<file path="src/rtl/core/tcpq_pkg.sv">
package tcpq_pkg;

    localparam int CAPACITY_DEF = 16;
    localparam int ID_BITS_DEF  = 16;

    localparam int VID_W  = 16;
    localparam int CLS_W  = 2;
    localparam int OCC_W  = 5;

    localparam logic [CLS_W-1:0] CLASS_FIRST = 2'd1;
    localparam logic [CLS_W-1:0] CLASS_LAST  = 2'd3;

    typedef enum logic {
        CMD_INSERT  = 1'b0,
        CMD_RELEASE = 1'b1
    } t_cmd;

    typedef enum logic [1:0] {
        ST_OK       = 2'd0,
        ST_EMPTY    = 2'd1,
        ST_FULL     = 2'd2,
        ST_BADCLASS = 2'd3
    } t_status;

    // Broadcast from the controller to every cell of the chain.
    typedef struct packed {
        logic             ins;
        logic             rel;
        logic [CLS_W-1:0] cls;
    } t_cell_ctl;

endpackage

</file>
<file path="src/rtl/core/tcpq_if.sv">
interface tcpq_cmd_if;
    logic        valid;
    logic        ready;
    logic        cmd;
    logic [15:0] vehicle_id;
    logic [1:0]  vehicle_class;

    modport source (output valid, output cmd, output vehicle_id, output vehicle_class,
                    input ready);
    modport sink   (input valid, input cmd, input vehicle_id, input vehicle_class,
                    output ready);
endinterface

interface tcpq_res_if;
    logic        valid;
    logic        ready;
    logic [1:0]  status;
    logic [15:0] released_id;
    logic [1:0]  released_class;
    logic [4:0]  occupancy;

    modport source (output valid, output status, output released_id,
                    output released_class, output occupancy, input ready);
    modport sink   (input valid, input status, input released_id,
                    input released_class, input occupancy, output ready);
endinterface

</file>
<file path="src/rtl/core/tcpq_cell.sv">
module tcpq_cell #(
    parameter int ID_BITS = tcpq_pkg::ID_BITS_DEF
) (
    input  logic                  i_clk,
    input  logic                  i_rst_n,
    input  tcpq_pkg::t_cell_ctl   i_ctl,
    input  logic [ID_BITS-1:0]    i_new_id,
    input  logic                  i_left_valid,
    input  logic                  i_left_ga,
    input  logic [ID_BITS-1:0]    i_left_id,
    input  logic [1:0]            i_left_cls,
    input  logic                  i_right_valid,
    input  logic [ID_BITS-1:0]    i_right_id,
    input  logic [1:0]            i_right_cls,
    output logic                  o_valid,
    output logic [ID_BITS-1:0]    o_id,
    output logic [1:0]            o_cls,
    output logic                  o_ga
);
    import tcpq_pkg::*;

    logic               r_valid, n_valid;
    logic [ID_BITS-1:0] r_id, n_id;
    logic [CLS_W-1:0]   r_cls, n_cls;
    logic               w_ga;

    // Entry has lower priority than the one being inserted: it moves back.
    assign w_ga = r_valid && (r_cls > i_ctl.cls);

    always_comb begin
        n_valid = r_valid;
        n_id    = r_id;
        n_cls   = r_cls;
        if (i_ctl.ins) begin
            if (i_left_ga) begin
                n_valid = 1'b1;
                n_id    = i_left_id;
                n_cls   = i_left_cls;
            end else if (i_left_valid && (w_ga || !r_valid)) begin
                n_valid = 1'b1;
                n_id    = i_new_id;
                n_cls   = i_ctl.cls;
            end
        end else if (i_ctl.rel) begin
            n_valid = i_right_valid;
            n_id    = i_right_id;
            n_cls   = i_right_cls;
        end
    end

    always_ff @(posedge i_clk) begin
        if (!i_rst_n) begin
            r_valid <= 1'b0;
        end else begin
            r_valid <= n_valid;
        end
        r_id  <= n_id;
        r_cls <= n_cls;
    end

    assign o_valid = r_valid;
    assign o_id    = r_id;
    assign o_cls   = r_cls;
    assign o_ga    = w_ga;

endmodule

</file>
<file path="src/rtl/core/three_class_priority_queue_top.sv">
// Three-class strict priority queue (emergency, public transport, private).
// Command channel i_cmd: cmd 0 inserts vehicle_id with vehicle_class,
// cmd 1 releases the head entry. Every command transaction gives exactly
// one transaction on o_res: status, released id and class, and occupancy.
// Entries are held in a chain of cells kept sorted by class; an insert
// shifts the lower-priority tail back by one cell, and a release shifts the
// whole chain forward by one cell.
// The result is registered and is on o_res in the cycle after the command is taken.
// Throughput: one command per cycle while o_res is taken every cycle; the
// chain is updated at the edge that takes a command, so the next command sees the new order.
// A single output register holds the result; when o_res stalls, i_cmd
// ready stays high only while that register is empty or is being emptied in the same
// cycle, so at most one result waits and nothing is dropped.
// Reset (i_rst_n low, synchronous) empties the queue and the output
// register; stored identifiers are not cleared.
// Status: ok, release on empty queue, queue full, invalid class (class 0).
module three_class_priority_queue_top #(
    parameter int CAPACITY = tcpq_pkg::CAPACITY_DEF,
    parameter int ID_BITS  = tcpq_pkg::ID_BITS_DEF
) (
    input  logic       i_clk,
    input  logic       i_rst_n,
    tcpq_cmd_if.sink   i_cmd,
    tcpq_res_if.source o_res
);
    import tcpq_pkg::*;

    localparam int CNT_W = $clog2(CAPACITY + 1);

    logic [CNT_W-1:0]     r_count, n_count;
    logic                 r_res_valid;
    t_status              r_status, n_status;
    logic [VID_W-1:0]     r_rid, n_rid;
    logic [CLS_W-1:0]     r_rcls, n_rcls;
    logic [OCC_W-1:0]     r_occ;

    logic                 w_accept;
    logic                 w_bad_cls;
    logic                 w_full;
    logic [ID_BITS-1:0]   w_new_id;
    logic [ID_BITS+VID_W-1:0] w_id_in_ext, w_id_out_ext;
    logic [CNT_W+OCC_W-1:0]   w_occ_ext;
    t_cell_ctl            w_ctl;

    logic                 w_valid [CAPACITY];
    logic [ID_BITS-1:0]   w_id    [CAPACITY];
    logic [CLS_W-1:0]     w_cls   [CAPACITY];
    logic                 w_ga    [CAPACITY];

    assign i_cmd.ready = !r_res_valid || o_res.ready;
    assign w_accept    = i_cmd.valid && i_cmd.ready;

    assign w_id_in_ext = {{ID_BITS{1'b0}}, i_cmd.vehicle_id};
    assign w_new_id    = w_id_in_ext[ID_BITS-1:0];
    assign w_id_out_ext = {{VID_W{1'b0}}, w_id[0]};

    assign w_bad_cls = (i_cmd.vehicle_class < CLASS_FIRST) ||
                       (i_cmd.vehicle_class > CLASS_LAST);
    assign w_full    = (r_count == CNT_W'(CAPACITY));

    always_comb begin
        n_status  = ST_OK;
        n_rid     = '0;
        n_rcls    = '0;
        n_count   = r_count;
        w_ctl.ins = 1'b0;
        w_ctl.rel = 1'b0;
        w_ctl.cls = i_cmd.vehicle_class;
        if (i_cmd.cmd == CMD_INSERT) begin
            if (w_bad_cls) begin
                n_status = ST_BADCLASS;
            end else if (w_full) begin
                n_status = ST_FULL;
            end else begin
                w_ctl.ins = w_accept;
                n_count   = r_count + CNT_W'(1);
            end
        end else begin
            if (r_count == '0) begin
                n_status = ST_EMPTY;
            end else begin
                w_ctl.rel = w_accept;
                n_rid     = w_id_out_ext[VID_W-1:0];
                n_rcls    = w_cls[0];
                n_count   = r_count - CNT_W'(1);
            end
        end
    end

    assign w_occ_ext = {{OCC_W{1'b0}}, n_count};

    genvar g;
    generate
        for (g = 0; g < CAPACITY; g++) begin : g_cell
            logic               left_valid, left_ga, right_valid;
            logic [ID_BITS-1:0] left_id, right_id;
            logic [CLS_W-1:0]   left_cls, right_cls;

            if (g == 0) begin : g_head
                assign left_valid = 1'b1;
                assign left_ga    = 1'b0;
                assign left_id    = '0;
                assign left_cls   = '0;
            end else begin : g_body
                assign left_valid = w_valid[g-1];
                assign left_ga    = w_ga[g-1];
                assign left_id    = w_id[g-1];
                assign left_cls   = w_cls[g-1];
            end

            if (g == CAPACITY - 1) begin : g_tail
                assign right_valid = 1'b0;
                assign right_id    = '0;
                assign right_cls   = '0;
            end else begin : g_next
                assign right_valid = w_valid[g+1];
                assign right_id    = w_id[g+1];
                assign right_cls   = w_cls[g+1];
            end

            tcpq_cell #(
                .ID_BITS (ID_BITS)
            ) u_cell (
                .i_clk         (i_clk),
                .i_rst_n       (i_rst_n),
                .i_ctl         (w_ctl),
                .i_new_id      (w_new_id),
                .i_left_valid  (left_valid),
                .i_left_ga     (left_ga),
                .i_left_id     (left_id),
                .i_left_cls    (left_cls),
                .i_right_valid (right_valid),
                .i_right_id    (right_id),
                .i_right_cls   (right_cls),
                .o_valid       (w_valid[g]),
                .o_id          (w_id[g]),
                .o_cls         (w_cls[g]),
                .o_ga          (w_ga[g])
            );
        end
    endgenerate

    always_ff @(posedge i_clk) begin
        if (!i_rst_n) begin
            r_count     <= '0;
            r_res_valid <= 1'b0;
        end else begin
            if (w_accept) begin
                r_count     <= n_count;
                r_res_valid <= 1'b1;
            end else if (o_res.ready) begin
                r_res_valid <= 1'b0;
            end
        end
        if (w_accept) begin
            r_status <= n_status;
            r_rid    <= n_rid;
            r_rcls   <= n_rcls;
            r_occ    <= w_occ_ext[OCC_W-1:0];
        end
    end

    assign o_res.valid          = r_res_valid;
    assign o_res.status         = r_status;
    assign o_res.released_id    = r_rid;
    assign o_res.released_class = r_rcls;
    assign o_res.occupancy      = r_occ;

endmodule

</file>
<file path="src/flat_wrapper.sv">
// flat-port wrapper written by rule: the top's interface ports become plain ports
module three_class_priority_queue_top_flat import tcpq_pkg::*;
#(
    parameter int CAPACITY = tcpq_pkg::CAPACITY_DEF,
    parameter int ID_BITS  = tcpq_pkg::ID_BITS_DEF
)
  (i_clk, i_rst_n, i_cmd_valid, i_cmd_cmd, i_cmd_vehicle_id, i_cmd_vehicle_class, i_cmd_ready, o_res_valid, o_res_status, o_res_released_id, o_res_released_class, o_res_occupancy, o_res_ready);
  tcpq_cmd_if i_cmd_i ();
  tcpq_res_if o_res_i ();
  input  logic i_clk;
  input  logic i_rst_n;
  input wire logic [$bits(i_cmd_i.valid)-1:0] i_cmd_valid;
  input wire logic [$bits(i_cmd_i.cmd)-1:0] i_cmd_cmd;
  input wire logic [$bits(i_cmd_i.vehicle_id)-1:0] i_cmd_vehicle_id;
  input wire logic [$bits(i_cmd_i.vehicle_class)-1:0] i_cmd_vehicle_class;
  output wire logic [$bits(i_cmd_i.ready)-1:0] i_cmd_ready;
  output wire logic [$bits(o_res_i.valid)-1:0] o_res_valid;
  output wire logic [$bits(o_res_i.status)-1:0] o_res_status;
  output wire logic [$bits(o_res_i.released_id)-1:0] o_res_released_id;
  output wire logic [$bits(o_res_i.released_class)-1:0] o_res_released_class;
  output wire logic [$bits(o_res_i.occupancy)-1:0] o_res_occupancy;
  input wire logic [$bits(o_res_i.ready)-1:0] o_res_ready;
  assign i_cmd_i.valid = i_cmd_valid;
  assign i_cmd_i.cmd = i_cmd_cmd;
  assign i_cmd_i.vehicle_id = i_cmd_vehicle_id;
  assign i_cmd_i.vehicle_class = i_cmd_vehicle_class;
  assign i_cmd_ready = i_cmd_i.ready;
  assign o_res_valid = o_res_i.valid;
  assign o_res_status = o_res_i.status;
  assign o_res_released_id = o_res_i.released_id;
  assign o_res_released_class = o_res_i.released_class;
  assign o_res_occupancy = o_res_i.occupancy;
  assign o_res_i.ready = o_res_ready;
  three_class_priority_queue_top #(.CAPACITY(CAPACITY), .ID_BITS(ID_BITS)) u_core (.i_clk(i_clk), .i_rst_n(i_rst_n), .i_cmd(i_cmd_i), .o_res(o_res_i));
endmodule
</file>
<file path="config.mk">
export PLATFORM = sky130hd
export DESIGN_NAME = three_class_priority_queue_top_flat
export DESIGN_NICKNAME = d
export VERILOG_FILES = /design/src/rtl/core/tcpq_pkg.sv /design/src/rtl/core/tcpq_if.sv /design/src/rtl/core/tcpq_cell.sv /design/src/rtl/core/three_class_priority_queue_top.sv /design/src/flat_wrapper.sv
export SDC_FILE = /design/constraint.sdc
export NUM_CORES = 1
export LEC_CHECK = 0
export BUFFER_PORTS_ARGS = -buffer_cell sky130_fd_sc_hd__clkbuf_2
export CAP_MARGIN = 40
export CORE_MARGIN = 10
export CORE_UTILIZATION = 35
export DETAILED_ROUTE_END_ITERATION = 7
export HOLD_SLACK_MARGIN = 0.15
export SYNTH_ARGS = -nofsm -noshare
export SYNTH_HDL_FRONTEND = slang
export SYNTH_HIERARCHICAL = 1
export SYNTH_SLANG_ARGS = --single-unit
</file>
<file path="constraint.sdc">
create_clock -name i_clk -period 4.8 [get_ports i_clk]
set_input_delay 0.48 -clock i_clk [delete_from_list [all_inputs] [get_ports i_clk]]
set_output_delay 0.48 -clock i_clk [all_outputs]
set_load 0.01 [all_outputs]
</file>
==> results.tsv, run 1 <==
metric	value	unit
routed vias/inst	4.84	
GP Congestion	0.731	
Slew Viols, Final	0	
Nets	1767	
YS warnings	6	
I/O Buffers	49	
crit path cell chain	inv_1 > ha_1 > nand4bb_1 > nand3b_1 > nor2_4 > buf_12 > buf_12 > a21oi_1	
Routed WL	35.5	mm
Clock transition at path regs	0.06	ns
Worst setup EP type	flip-flop	
worst slew pin tran	0.843	ns
Hold WC Path Type	primary input to flip-flop	
proportion of layout cells with a drive suffix above 1	0.101	
Synth-to-Final Area Change	11.6	%
I/O pins	50	
antenna cells	0	
Initial Util	0.354	
WL/cell	14.7	um
dpl hpwl	25.1	mm
max-cap violation count	0	
Critical Setup Path Class	flip-flop to flip-flop	
CORE AREA	51400	um2
Switching Share	0.257	
WP data arrival	3.37	ns
vias in the first global route	11100	
post-CTS setup buffers	0	
final std cell area, no fill	20300	um2
Reg2Reg Setup Slack	1.68	ns
cells after synthesis	1647	
maximum VDD drop	0.195	mV
CTS tree	done	
leakage power	0.00696	uW
number of hold buffers added after cts	0	
Worst path top cell family by delay	buffers and inverters	
placed inst area	19100	um2
Tot GR Track Use	0.114	
final setup vio count	0	
Slew HR	0.438	
Fin Setup TNS	0	ns
CTS buffer count	38	
Crit-path slowest cell	buf_12	
first-pass GRT wire length	58.9	mm
FP Rows	83	
critical-path maximum fanout	164	
max incr delay on CP	0.52	ns
Die Ht	248	um
unrepaired setup endpoints after global routing	false	
H-Tree Depth	2	
clock root cell	clkbuf_16	
Power per Cell Area	371	nW/um2
die area	61500	um2
Hold Vio Cnt, Final	0	
Buf+Inv Stages, Crit Path	3	
P_int	5600	uW
gr ovfl total	0	
antenna violations before repair	0	
Comb pwr share	0.139	
largest net degree at the start of global routing	199	
clock tree buffer depth	3	
Worst setup SP type	flip-flop	
fmax	321	MHz
Iteration-0 DRC Markers	785	
fillcell total	5003	
part of the cycle the worst path needs	0.650	
Sw Pwr	1940	uW
synthesized cell area	18200	um2
Max Clock Skew	0.0195	ns
drt pass-1 iters	5	
Most Frequent Cell on Critical Path	buf_12	
Die X	248	um
sequential share of power	0.487	
post-cts sizing count	0	
drc violations	0	
min Tclk post-route	3.12	ns
vias	11700	
Final ANT Viol Nets	0	
Clk pwr share	0.373	
syn avg cell area	11.1	um2
status	finished, final reports clean	
CP required	5.05	ns
clk sinks	335	
Clk Latency, worst-skew pair	0.55	ns
-- power groups by stage --
stage	Combinational [uW]	Clock (uW)	Sequential [uW]
6_report	1050	2810	3680
5_1_grt	1190	3020	3710
4_1_cts	1060	2910	3680
3_5_place_dp	1060	0	3740
3_3_place_gp	1020	0	3720
2_1_floorplan	818	0	3700
-- routing by layer --
layer / part of all wire / vias up / wire, um / GRT usage
li1: - / 6082 / - / -
met1: 0.50 / 5371 / 17800 / 0.164
met2: 0.43 / 200 / 15400 / 0.170
met3: 0.048 / 42 / 1710 / 0.0244
met4: 0.016 / 0 / 572 / 0.0339
met5: 0 / - / 0 / 0
-- per-stage QoR --
step | hold WS, ns | utilization | setup WS [ns] | power (uW) | instances
2_1_floorplan | 0.436 | - | 0.144 | 4520 | 1685
3_3_place_gp | 0.462 | 0.371 | 1.45 | 4740 | 2348
3_5_place_dp | 0.479 | 0.372 | 1.36 | 4800 | 2350
4_1_cts | 0.168 | 0.395 | 1.85 | 7640 | 2415
5_1_grt | 0.220 | 0.395 | 1.50 | 7920 | 2415
6_report | 0.210 | 0.395 | 1.68 | 7540 | 2415
-- flip-flops by register name (all words and copies together), names as in the netlist --
signal                        flops
u_core/g_cell.u_cell/o_valid     16
u_core/o_res.status               2
u_core/r_count                    5
u_core/g_cell.u_cell/o_cls       32
u_core/o_res.released_id         16
u_core/o_res.released_class       2
u_core/o_res.occupancy            5
u_core/o_res.valid                1
u_core/g_cell.u_cell/o_id       256
-- cell usage in the layout (no fill, tap or decap), types with 17 or more instances in the layout --
| cell type | count |
|---|---|
| o31ai_1 | 17 |
| edfxtp_1 | 313 |
| clkbuf_16 | 41 |
| mux2i_1 | 292 |
| dfxtp_1 | 22 |
| ha_1 | 34 |
| o21ai_0 | 22 |
| a21oi_1 | 310 |
| nor2_2 | 17 |
| inv_1 | 86 |
| conb_1 | 40 |
| clkbuf_2 | 49 |
| nor2_1 | 294 |
| buf_4 | 33 |
| and2_1 | 18 |
| nand2_1 | 23 |
| nor2b_1 | 17 |
| nand2b_1 | 17 |
-- worst paths after layout --
check / start / endpoint / cells after the start
max: u_core/r_count[1]$_SDFFE_PN0N_ / u_core/g_cell[5].u_cell/o_id[7]$_DFFE_PP_ / 8
min: i_cmd_valid / u_core/o_res.valid$_SDFFE_PN0P_ / 3
max reg2reg: u_core/r_count[1]$_SDFFE_PN0N_ / u_core/g_cell[5].u_cell/o_id[7]$_DFFE_PP_ / 8
min reg2reg: u_core/g_cell[15].u_cell/o_valid$_SDFFE_PN0P_ / u_core/g_cell[15].u_cell/o_valid$_SDFFE_PN0P_ / 2
-- tightest hold or removal path, stage by stage --
cell and delay (ns):
clkbuf_2 0.11, inv_1 0.07, a21oi_1 0.05
-- layout make-up --
type	count	area [um2]	area share
sequential	335	9840	0.484
multi-input combinational	1161	7500	0.369
clock buffer	50	1070	0.0526
tap	680	851	0.0419
timing repair buffer	88	612	0.0301
inverter	86	323	0.0159
clock inverter	15	120	0.00591
Note: power is estimated with default switching activity, not from simulation.
==> run 2, diff against run 1 <==
--- a/config.mk
+++ b/config.mk
@@ -5,6 +5,7 @@
 export SDC_FILE = /design/constraint.sdc
 export NUM_CORES = 1
 export LEC_CHECK = 0
+export ABC_AREA = 1
 export BUFFER_PORTS_ARGS = -buffer_cell sky130_fd_sc_hd__clkbuf_2
 export CAP_MARGIN = 40
 export CORE_MARGIN = 10
==> constraint.sdc (replaced) <==
create_clock -name i_clk -period 3.05 [get_ports i_clk]
set_input_delay 0.305 -clock i_clk [delete_from_list [all_inputs] [get_ports i_clk]]
set_output_delay 0.305 -clock i_clk [all_outputs]
set_load 0.01 [all_outputs]
==> results.tsv, run 2 <==
metric	value	unit	change
Routed WL	52.4	mm	was 35.5 mm
cells after synthesis	2129		was 1647
WL/cell	17.9	um	was 14.7 um
GP Congestion	0.876		was 0.731
sequential share of power	0.485		was 0.487
first-pass GRT wire length	81.4	mm	was 58.9 mm
Power per Cell Area	603	nW/um2	was 371 nW/um2
H-Tree Depth	2		unchanged
max incr delay on CP	0.38	ns	was 0.52 ns
fmax	365	MHz	was 321 MHz
Comb pwr share	0.151		was 0.139
fillcell total	5186		was 5003
die area	62500	um2	was 61500 um2
Core Util, Final	0.396		was 0.395
Die Ht	250	um	was 248 um
Worst path top cell family by delay	buffers and inverters		unchanged
worst slew pin tran	0.916	ns	was 0.843 ns
antenna cells	0		unchanged
part of the cycle the worst path needs	0.899		was 0.650
Register Area	9840	um2	unchanged
gr ovfl total	0		unchanged
Worst setup SP type	flip-flop		unchanged
drt pass-1 iters	6		was 5
proportion of layout cells with a drive suffix above 1	0.139		was 0.101
CP required	3.34	ns	was 5.05 ns
drc violations	0		unchanged
unrepaired setup endpoints after global routing	false		unchanged
clock root cell	clkbuf_16		unchanged
Crit-path slowest cell	dfxtp_1		was buf_12
min Tclk post-route	2.74	ns	was 3.12 ns
critical-path maximum fanout	76		was 164
clk sinks	335		unchanged
Clk pwr share	0.364		was 0.373
dpl hpwl	37.6	mm	was 25.1 mm
Buf+Inv Stages, Crit Path	5		was 3
FP Rows	84		was 83
Slew Viols, Final	0		unchanged
Global Route met2 Usage	0.231		was 0.170
Worst Hold Depth	2		was 3
I/O Buffers	49		unchanged
final setup vio count	0		unchanged
GRT busiest layer	met1		was met2
critical path depth	11		was 8
footprint of the multi-input gates	7420	um2	was 7500 um2
Critical Setup Path Class	flip-flop to flip-flop		unchanged
max-cap violation count	0		unchanged
largest net degree at the start of global routing	77		was 199
Final ANT Viol Nets	0		unchanged
crit path cell chain	inv_1 > ha_1 > nand3_1 > nand2_1 > nor2_4 > buf_12 > buf_4 > inv_2 > nor2_4 > a21oi_2 > buf_4		was inv_1 > ha_1 > nand4bb_1 > nand3b_1 > nor2_4 > buf_12 > buf_12 > a21oi_1
vias	15000		was 11700
status	finished, final reports clean		unchanged
Switching Share	0.285		was 0.257
I/O pins	50		unchanged
Max Clock Skew	0.0113	ns	was 0.0195 ns
Synth-to-Final Area Change	12.2	%	was 11.6%
synthesized cell area	18500	um2	was 18200 um2
CTS buffer count	39		was 38
P_int	8970	uW	was 5600 uW
final hold slack	0.194	ns	was 0.210 ns
clock tree buffer depth	3		unchanged
Sw Pwr	3570	uW	was 1940 uW
number of hold buffers added after cts	1		was 0
Hold WC Path Type	primary input to flip-flop		unchanged
post-cts sizing count	0		unchanged
antenna violations before repair	0		unchanged
Nets	2275		was 1767
Hold Vio Cnt, Final	0		unchanged
Clk Latency, worst-skew pair	0.56	ns	was 0.55 ns
Slew HR	0.390		was 0.438
Iteration-0 DRC Markers	1835		was 785
Fin Setup TNS	0	ns	unchanged
commonest cells after routing, fill and taps aside	o21ai_0 (420), nand2_1 (414), nor2_1 (359), edfxtp_1 (313), o21ai_1 (160)		was edfxtp_1 (313), a21oi_1 (310), nor2_1 (294), mux2i_1 (292), inv_1 (86)
Reg2Reg Depth	11		was 8
Tot GR Track Use	0.162		was 0.114
Initial Util	0.353		was 0.354
GR Layer Usage met1	0.241		was 0.164
commonest non-fill, non-tap cell in the layout	o21ai_0		was edfxtp_1
syn avg cell area	8.70	um2	was 11.1 um2
Largest register FFs	256		unchanged
vias in the first global route	13900		was 11100
maximum VDD drop	0.351	mV	was 0.195 mV
leakage power	0.00833	uW	was 0.00696 uW
Die X	250	um	was 248 um
CORE AREA	52400	um2	was 51400 um2
global routing met3 resource utilization	0.0280		was 0.0244
Clock transition at path regs	0.06	ns	about the same
WP data arrival	3.03	ns	was 3.37 ns
post-CTS setup buffers	0		unchanged
CTS tree	done		unchanged
routed vias/inst	5.12		was 4.84
YS warnings	6		unchanged
Worst setup EP type	flip-flop		unchanged
run 2: area by class of cell:
| cell class | instances | area share |
|---|---|---|
| flip-flops and latches | 335 | 0.473 |
| multi-input cells | 1568 | 0.357 |
| clock buffers | 48 | 0.0501 |
| well taps | 688 | 0.0414 |
| repair buffers | 109 | 0.0373 |
| inverters | 165 | 0.0317 |
| clock inverters | 22 | 0.00927 |
run 2: stage by stage:
step	power, uW	area (um2)	setup slack (ns)	std cells
after detailed placement	8030	19500	0.342	2864
after CTS	12600	20800	0.345	2935
final	12500	20800	0.309	2935
after floorplan	7360	18700	0.0825	2167
after global placement	7960	19500	0.380	2857
after global routing	13100	20800	0.105	2935
run 2: path summary, 6_finish.rpt:
path / from / slack, ns / to
worst min register to register: u_core/o_res.valid$_SDFFE_PN0P_ / 0.52 / u_core/o_res.valid$_SDFFE_PN0P_
worst max register to register: u_core/r_count[0]$_SDFFE_PN0N_ / 0.31 / u_core/g_cell[6].u_cell/o_id[2]$_DFFE_PP_
worst min-delay path: i_cmd_cmd / 0.19 / u_core/o_res.status[1]$_SDFFCE_PP0N_
worst max-delay path: u_core/r_count[0]$_SDFFE_PN0N_ / 0.31 / u_core/g_cell[6].u_cell/o_id[2]$_DFFE_PP_
run 2: metal layers:
layer,part of all wire,vias up
met4,0.033,0
met5,0,-
li1,-,7341
met3,0.087,95
met1,0.47,6951
met2,0.41,645
run 2: power by group through the flow:
stage | registers [uW] | logic (uW) | clock network, uW
5_1_grt | 6120 | 2150 | 4800
3_3_place_gp | 6160 | 1800 | 0
3_5_place_dp | 6160 | 1870 | 0
4_1_cts | 6070 | 1880 | 4630
6_report | 6080 | 1890 | 4560
2_1_floorplan | 5970 | 1380 | 0
==> run 3, diff against run 2 <==
--- a/config.mk
+++ b/config.mk
@@ -5,7 +5,6 @@
 export SDC_FILE = /design/constraint.sdc
 export NUM_CORES = 1
 export LEC_CHECK = 0
-export ABC_AREA = 1
 export BUFFER_PORTS_ARGS = -buffer_cell sky130_fd_sc_hd__clkbuf_2
 export CAP_MARGIN = 40
 export CORE_MARGIN = 10
==> results.tsv, run 3 (synthesis results as in run 1) <==
metric	value	unit	change
Hold WC Path Type	primary input to flip-flop		unchanged
final std cells w/o fill	2458		was 2935
Initial Util	0.354		was 0.353
reg2reg start	u_core/r_count[0]$_SDFFE_PN0N_		unchanged
WL/cell	15.0	um	was 17.9 um
Power per Cell Area	570	nW/um2	was 603 nW/um2
Synth-to-Final Area Change	15.1	%	was 12.2%
fmax	364	MHz	was 365 MHz
vias in the first global route	11400		was 13900
Most Frequent Cell on Critical Path	buf_12		
max incr delay on CP	0.39	ns	was 0.38 ns
status	finished, final reports clean		unchanged
post-CTS setup buffers	0		unchanged
Routed WL	36.8	mm	was 52.4 mm
proportion of layout cells with a drive suffix above 1	0.122		was 0.139
Core Util, Final	0.408		was 0.396
antenna violations before repair	0		unchanged
CTS tree	done		unchanged
part of the cycle the worst path needs	0.901		was 0.899
Final ANT Viol Nets	0		unchanged
clk sinks	335		unchanged
maximum VDD drop	0.411	mV	was 0.351 mV
min Tclk post-route	2.75	ns	was 2.74 ns
dpl hpwl	26.6	mm	was 37.6 mm
I/O pins	50		unchanged
CTS buffer count	39		unchanged
largest net degree at the start of global routing	131		was 77
Crit-path slowest cell	dfxtp_1		unchanged
worst hold start	i_cmd_cmd		unchanged
Clock transition at path regs	0.06	ns	about the same
H-Tree Depth	2		unchanged
Worst Setup SP	u_core/r_count[0]$_SDFFE_PN0N_		unchanged
first-pass GRT wire length	60.6	mm	was 81.4 mm
commonest cells after routing, fill and taps aside	edfxtp_1 (313), a21oi_1 (310), nor2_1 (294), mux2i_1 (292), inv_1 (86)		was o21ai_0 (420), nand2_1 (414), nor2_1 (359), edfxtp_1 (313), o21ai_1 (160)
die area	61500	um2	was 62500 um2
drc violations	0		unchanged
gr ovfl total	0		unchanged
Post-Place Cells	2390		was 2864
unrepaired setup endpoints after global routing	false		unchanged
GP Congestion	0.771		was 0.876
Slew Viols, Final	0		unchanged
Largest register FFs	256		unchanged
antenna cells	0		unchanged
I/O Buffers	49		unchanged
Iteration-0 DRC Markers	747		was 1835
crit path cell chain	inv_1 > ha_1 > nand4bb_1 > nand3b_1 > nor2_4 > buf_12 > o22ai_1 > a41oi_4 > buf_12		was inv_1 > ha_1 > nand3_1 > nand2_1 > nor2_4 > buf_12 > buf_4 > inv_2 > nor2_4 > a21oi_2 > buf_4
commonest non-fill, non-tap cell in the layout	edfxtp_1		was o21ai_0
worst slew pin tran	0.678	ns	was 0.916 ns
critical-path maximum fanout	44		was 76
clock tree buffer depth	3		unchanged
Tot GR Track Use	0.119		was 0.162
Critical Setup Path Class	flip-flop to flip-flop		unchanged
CORE AREA	51400	um2	was 52400 um2
leakage power	0.00720	uW	was 0.00833 uW
Nets	1810		was 2275
max-cap violation count	0		unchanged
clock root cell	clkbuf_16		unchanged
Clk Latency, worst-skew pair	0.56	ns	about the same
Slew HR	0.547		was 0.390
WP data arrival	2.99	ns	was 3.03 ns
Worst setup SP type	flip-flop		unchanged
final hold slack	0.205	ns	was 0.194 ns
final setup vio count	0		unchanged
Max Clock Skew	0.0209	ns	was 0.0113 ns
Die Ht	248	um	was 250 um
FP Rows	83		was 84
Fin Setup TNS	0	ns	unchanged
Worst setup EP type	flip-flop		unchanged
vias	11800		was 15000
Die X	248	um	was 250 um
CP required	3.30	ns	was 3.34 ns
Hold Vio Cnt, Final	0		unchanged
drt pass-1 iters	5		was 6
fillcell total	4962		was 5186
routed vias/inst	4.80		was 5.12
-- run 3: path summary, 6_finish.rpt --
check	end	slack, ns	cells after the start
setup reg to reg	u_core/g_cell[13].u_cell/o_id[2]$_DFFE_PP_	0.30	9
setup / recovery	u_core/g_cell[13].u_cell/o_id[2]$_DFFE_PP_	0.30	9
hold / removal	u_core/r_count[1]$_SDFFE_PN0N_	0.20	2
hold reg to reg	u_core/g_cell[15].u_cell/o_valid$_SDFFE_PN0P_	0.50	2
-- run 3: timing repair --
action	in CTS	in global routing
hold buffers	2	0
hold endpoints to repair	1	0
resized for setup	0	0
-- run 3: worst max-delay path, delay by kind of cell (launching register included) --
family	cells	cell delay [ns]
AND/OR/NAND/NOR	3	0.72
buffers and inverters	3	0.59
AO/OA/AOI/OAI	2	0.43
flip-flops	1	0.39
adder cells (fa/ha/maj)	1	0.25
-- run 3: cell type report --
class | instances | area, um2 | area share
sequential | 335 | 9840 | 0.470
multi-input combinational | 1161 | 7680 | 0.367
timing repair buffer | 130 | 1100 | 0.0523
clock buffer | 47 | 1030 | 0.0490
tap | 680 | 851 | 0.0406
inverter | 86 | 323 | 0.0154
clock inverter | 19 | 129 | 0.00615
-- run 3: power breakdown --
part	switching (uW)	internal, uW
registers	237	5570
clock network	1850	2470
logic	1070	752
-- run 3: metal layers --
metal	GRT usage	share of wire	vias to the layer above
li1	-	-	6167
met1	0.174	0.52	5397
met2	0.176	0.42	177
met3	0.0223	0.045	52
met4	0.0364	0.020	0
met5	0	0	-
-- run 3: stage by stage --
stage | total power [uW] | area (um2) | setup slack (ns)
floorplan | 7180 | 18700 | 0.101
global placement | 7680 | 19800 | 0.315
detailed placement | 7740 | 19800 | 0.270
CTS | 12100 | 21000 | 0.318
global route | 12500 | 21000 | 0.121
finish | 12000 | 21000 | 0.303
